<file path="config.mk">
export PLATFORM = sky130hd
export DESIGN_NAME = isrt_cell
export DESIGN_NICKNAME = d
export VERILOG_FILES = /design/src/hdl/assert_macros.svh /design/src/hdl/isrt_pkg.sv /design/src/hdl/isrt_cell.sv
export SDC_FILE = /design/constraint.sdc
export NUM_CORES = 1
export LEC_CHECK = 0
export BUFFER_PORTS_ARGS = -buffer_cell sky130_fd_sc_hd__buf_2
export CAP_MARGIN = 20
export CORE_MARGIN = 2
export CORE_UTILIZATION = 39
export DETAILED_ROUTE_END_ITERATION = 8
export PLACE_DENSITY = 0.71
export REMOVE_ABC_BUFFERS = 1
export SYNTH_ARGS = -nofsm -noshare
export SYNTH_HDL_FRONTEND = slang
export SYNTH_SLANG_ARGS = --single-unit
</file>
<file path="constraint.sdc">
create_clock -name clk_i -period 3.6 [get_ports clk_i]
set_clock_uncertainty 0.15 [all_clocks]
set_input_delay 0.18 -clock clk_i [delete_from_list [all_inputs] [get_ports clk_i]]
set_output_delay 0.18 -clock clk_i [all_outputs]
set_load 0.03 [all_outputs]
</file>
<file path="src/hdl/assert_macros.svh">
// Assertion macros shared by the sorter RTL.
`ifndef ASSERT_MACROS_SVH
`define ASSERT_MACROS_SVH

// Clocked check on clk_i, held off while rst_ni is low.
`define ISRT_ASSERT(label, prop, msg) \
  label: assert property (@(posedge clk_i) disable iff (!rst_ni) prop) \
    else $error(msg);

// Same check, reported with a fixed text.
`define ISRT_ASSERT_NOMSG(label, prop) \
  `ISRT_ASSERT(label, prop, "sorter check failed")

`endif

</file>
<file path="src/hdl/isrt_pkg.sv">
// Package with the shared types and widths of the insertion sorter.
`default_nettype none
package isrt_pkg;

  localparam int unsigned ValueW = 32;

  typedef logic signed [ValueW-1:0] value_t;

  // Control broadcast from the top level to every cell.
  typedef struct packed {
    logic ins;  // insert the broadcast value this cycle
    logic pop;  // shift every entry one place toward the output
  } cell_ctrl_t;

endpackage
`default_nettype wire

</file>
<file path="src/hdl/isrt_cell.sv">
// One cell of the insertion chain: holds one sorted entry and its valid bit.
`default_nettype none
module isrt_cell (
  input  logic                clk_i,
  input  logic                rst_ni,
  input  isrt_pkg::cell_ctrl_t ctrl_i,
  input  isrt_pkg::value_t    new_val_i,
  input  logic                prev_valid_i,
  input  logic                prev_gt_i,
  input  isrt_pkg::value_t    prev_data_i,
  input  logic                next_valid_i,
  input  isrt_pkg::value_t    next_data_i,
  output logic                valid_o,
  output logic                gt_o,
  output isrt_pkg::value_t    data_o
);
  import isrt_pkg::*;

  logic   valid_q, valid_d;
  value_t data_q, data_d;
  logic   moves;

  // Insert changes an empty or larger-valued cell whose predecessor is valid.
  assign gt_o  = valid_q && (data_q > new_val_i);
  assign moves = (!valid_q || gt_o) && prev_valid_i;

  always_comb begin
    valid_d = valid_q;
    data_d  = data_q;
    if (ctrl_i.pop) begin
      valid_d = next_valid_i;
      data_d  = next_data_i;
    end else if (ctrl_i.ins && moves) begin
      valid_d = 1'b1;
      // Either the larger neighbor below shifts up, or the new value lands here.
      data_d  = prev_gt_i ? prev_data_i : new_val_i;
    end
  end

  always_ff @(posedge clk_i or negedge rst_ni) begin
    if (!rst_ni) begin
      valid_q <= 1'b0;
    end else begin
      valid_q <= valid_d;
    end
  end

  always_ff @(posedge clk_i) begin
    data_q <= data_d;
  end

  assign valid_o = valid_q;
  assign data_o  = data_q;

endmodule
`default_nettype wire

</file>
Yosys cells after proc, flatten, opt, wreduce, memory -nomap -nowiden
Cells that the tools add are included.
W data, S select, Z words.
{ "totals": {"ff_bits": 33, "wordCells": 14, "input_bits": 103} }
{ "classes": {"mux": 5, "magnitude_cmp": 1, "reduce_logical": 6} }
{ "ops": {"columns": ["op", "n"], "rows": [
  ["$mux W32", 3],
  ["$gt A32 B32 Y1", 1],
  ["$logic_and A1 B1 Y1", 3],
  ["$mux W1", 2],
  ["$reduce_bool A2 Y1", 1],
  ["$logic_not A1 Y1", 1],
  ["$logic_or A1 B1 Y1", 1]
]} }

Longest topological paths before layout
{ "depth": {"word_depth": 7, "mapped_depth": 8, "mapped_depth_nobuf": 8} }

Worst setup path after synthesis
No wires, ideal clock.
{ "synth_timing": {"kind": "reg2reg", "start": "register data_q[5], in the netlist data_o[5]", "end": "register data_q[0], in the netlist data_o[0], enable pin", "arrival_time_ns": 2.880, "slack_ns": 0.146, "path_stages_with_launch": 8, "synth_period_minus_slack_ns": 3.454, "required_ns": 3.026, "path_cell_list": "edfxtp_1 ha_1 a21oi_2 o21ai_1 a221o_1 o41a_1 o311a_1 or4_1"} }
{ "synth_between": {"elab_chain_len": 6} }
{ "synth_lines": {"columns": ["item", "line", "text"], "rows": [
  ["start, declared", "isrt_cell.sv:20", "value_t data_q, data_d;"],
  ["start signal, assigned", "isrt_cell.sv:49", "data_q <= data_d;"],
  ["$gt A32 B32 Y1", "isrt_cell.sv:24", "assign gt_o = valid_q && (data_q > new_val_i);"],
  ["$logic_and A1 B1 Y1", "isrt_cell.sv:24", null],
  ["$logic_or A1 B1 Y1", "isrt_cell.sv:25", "assign moves = (!valid_q || gt_o) && prev_valid_i;"],
  ["$logic_and A1 B1 Y1", "isrt_cell.sv:25", null],
  ["$logic_and A1 B1 Y1", "isrt_cell.sv:33", "end else if (ctrl_i.ins && moves) begin"],
  ["$reduce_bool A2 Y1 (no line)", null, null]
]} }
Every way passes these cells.
A chain may end at the register's enable or synchronous reset.

Final worst setup path
{ "layout_timing": {"start": "register data_q[10], in the netlist data_o[10]", "end": "register data_q[13], in the netlist data_o[13], enable pin"} }
The elaborated chain is that of the path after synthesis.

==> results.cfg <==
[hold_path]
holdPathStages = 3
min-delay-start = next_data_i[4]
min_path_type = input port to flip-flop
holdPathEnd = data_o[4]$_DFFE_PP_

[finish]
area.growth.synth_to_final_pct = 35.0
antenna_cells = 0
final_common_cell = buf_2
nNetsFinal = 539
layout.cells.non_filler = 482
n_fill_cell = 595
drive_above_1_share_pct = 37.0
layout_common_cells = 136 x buf_2, 43 x nand2_1, 38 x o21ai_0

[critical_path]
reg2reg_depth = 8
cp.arrival_ps = 3010
end_kind = flip-flop
startpoint_type = flip-flop
worstPathMaxFanout = 14
reg2reg_from = data_o[10]$_DFFE_PP_
cp_slowest_cell = or4_1
crit_chain = ha_1 > nand4_1 > nor4_1 > a21boi_1 > o41a_1 > nor4b_1 > or4_1 > buf_4
crit_required_ps = 3490
crit_type = flip-flop to flip-flop
r2r-end = data_o[13]$_DFFE_PP_
critPathMaxStageDelay_ps = 560
r2r_slack_ps = 480

[logic_synthesis]
synthCells = 267
synth_seq_cells = 33
syn_area_per_cell_um2 = 9.41
yosys_warnings = 0
synth_area_um2 = 2510
ys_types = 30
yosysTopAreaCellShare_pct = 38.2
synth.area.top_cells = edfxtp_1 38%, ha_1 16%, mux2i_1 13%, o21ai_0 7.6%, nand2_1 6.4%
synth_area_leader_cell = edfxtp_1
seq_area_frac_synth_pct = 39.2

[power_and_ir_drop]
powerDensity_nw_per_um2 = 362
p_leak_nw = 1.80
vdd_drop_max_uv = 171

[timing]
maxSlewViolCount = 0
finalSetupViolCount = 0
relSlewSlack_pct = 35.6
max_freq_ghz = 0.320
post-route-min-period_ps = 3120
rsz0062_at_grt = false
finalHoldViolations = 0
fin_crit_sh_pct = 86.7
tns_ps = 0
worstMarginPinSlew_ps = 966

[clock_tree]
cts_tree = built
postCtsSetupBuffers = 0
htree_levels = 2
path_clk_slew_ps = 70
numCtsBuffers = 5
clk_path_buf_depth = 2
cts_num_sinks = 33
cts-root-buf = clkbuf_8
clkLatencyLatePin_ps = 290

[outcome]
status = complete, no violations

[place]
portBuffers = 136
place_congestion = 0.758
hpwl_mm = 5.27
placedCellCount = 472

[die]
die_w_um = 84.3
pin_count = 137
fp.dieH_um = 84.3
num_rows = 29
initial_utilization_pct = 40.0
design.core.area_um2 = 6280
die_area_um2 = 7100

[global_route]
grt_max_degree = 68
antenna_found_initial = 0
grt_pass1_wl_mm = 10.6
grt_overflow = 0
grt_pass1_vias = 2403
grt.total_usage_pct = 18.5

[route]
route.detailed.drc = 0
num_vias = 2418
drtAntennaViolNets = 0
routed_wl_mm = 6.57
via_per_inst = 5.02
drtIter0Drc = 82
wl_per_cell_um = 13.6
first_pass_iters = 4

[run]
drv_cap = 0
flip-flops by register name, indices dropped and copies added, names as in the netlist:
register and count:
valid_o 1, data_o 32
worst max-delay path: cells and delay by family, from the launching register on:
kind | cells | cell delay (ps)
simple gates | 4 | 1280
fa+ha+maj | 1 | 340
buf+inv | 1 | 240
flops | 1 | 400
compound gates | 2 | 460
repair_timing:
action | CTS | global route
gates resized for setup | 0 | 0
hold endpoints to repair | 2 | 0
hold buffers | 2 | 0
cells in the mapped netlist:
library cell  count
o211ai_1          1
ha_1             32
inv_1            33
o41a_1            1
a221o_1           1
nand4_1           5
o21ai_1           1
a21boi_1          1
a21oi_1          13
edfxtp_1         32
buf_1             3
nand3_1           2
nand2b_1          1
nor2_1            3
nor4b_1           1
dfrtp_1           1
a21oi_2           2
mux2i_1          32
a31oi_1           2
o31ai_1           1
and3_1            1
nor4_1            2
nand2_1          43
nor2b_1           2
clkbuf_1          8
o311a_1           1
o21ai_0          38
nand4_2           1
or4_1             2
and4_1            1
how the worst max path moves through the flow:
stage                               from  depth (start not counted)                   end  slack [ps]
finish              data_o[10]$_DFFE_PP_                          8  data_o[13]$_DFFE_PP_         480
global route        data_o[14]$_DFFE_PP_                          8  data_o[10]$_DFFE_PP_         290
CTS                 data_o[10]$_DFFE_PP_                          8   data_o[9]$_DFFE_PP_         490
detailed placement  data_o[10]$_DFFE_PP_                          8   data_o[6]$_DFFE_PP_         510
global placement    data_o[10]$_DFFE_PP_                          8   data_o[4]$_DFFE_PP_         570
floorplan            data_o[5]$_DFFE_PP_                          7   data_o[0]$_DFFE_PP_         150
report_power, final:
group | leakage (nW) | switching, mW | internal, mW
logic | 1.41 | 0.252 | 0.159
clock network | 0.0542 | 0.141 | 0.173
registers | 0.337 | 0.0240 | 0.478
total | 1.80 | 0.417 | 0.810
cell type report:
class | count | area (µm²) | share of cell area (%)
Timing Repair Buffer | 141 | 723 | 21.3
Clock buffer | 7 | 96.3 | 2.84
Inverter | 33 | 124 | 3.65
Sequential cell | 33 | 986 | 29.1
Tap cell | 77 | 96.3 | 2.84
Clock inverter | 1 | 5.00 | 0.148
Multi-Input combinational cell | 190 | 1360 | 40.1
through the flow:
step | util, % | hold WS [ps] | setup slack, ps | instance area [µm²] | total power [mW]
after detailed placement | 52.1 | -194 | 510 | 3270 | 0.923
after global placement | 52.1 | -195 | 568 | 3270 | 0.910
after floorplan | - | -266 | 146 | 2470 | 0.749
final | 54.0 | 19.8 | 480 | 3390 | 1.23
after global routing | 54.0 | 35.0 | 292 | 3390 | 1.30
after CTS | 54.0 | 13.2 | 491 | 3390 | 1.24
cells by family (layout without fill, tap and decap cells):
group                    count (synthesis)  after routing  share of synthesized area [%]
AND/OR/NAND/NOR                         64             64                           11.8
adder cells (fa/ha/maj)                 32             32                           15.9
AO/OA/AOI/OAI                           62             62                           13.7
buffers and inverters                   44            182                           6.57
flip-flops                              33             33                           39.2
multiplexers                            32             32                           12.7
metal layers:
| layer | vias up | wire length, µm | track usage, % |
|---|---|---|---|
| met2 | 83 | 3310 | 33.8 |
| met1 | 1086 | 2840 | 21.4 |
| met3 | 14 | 284 | 2.56 |
| met5 | - | 0 | 0 |
| met4 | 0 | 142 | 7.92 |
| li1 | 1235 | - | - |
(Power assumes the default switching activity.)
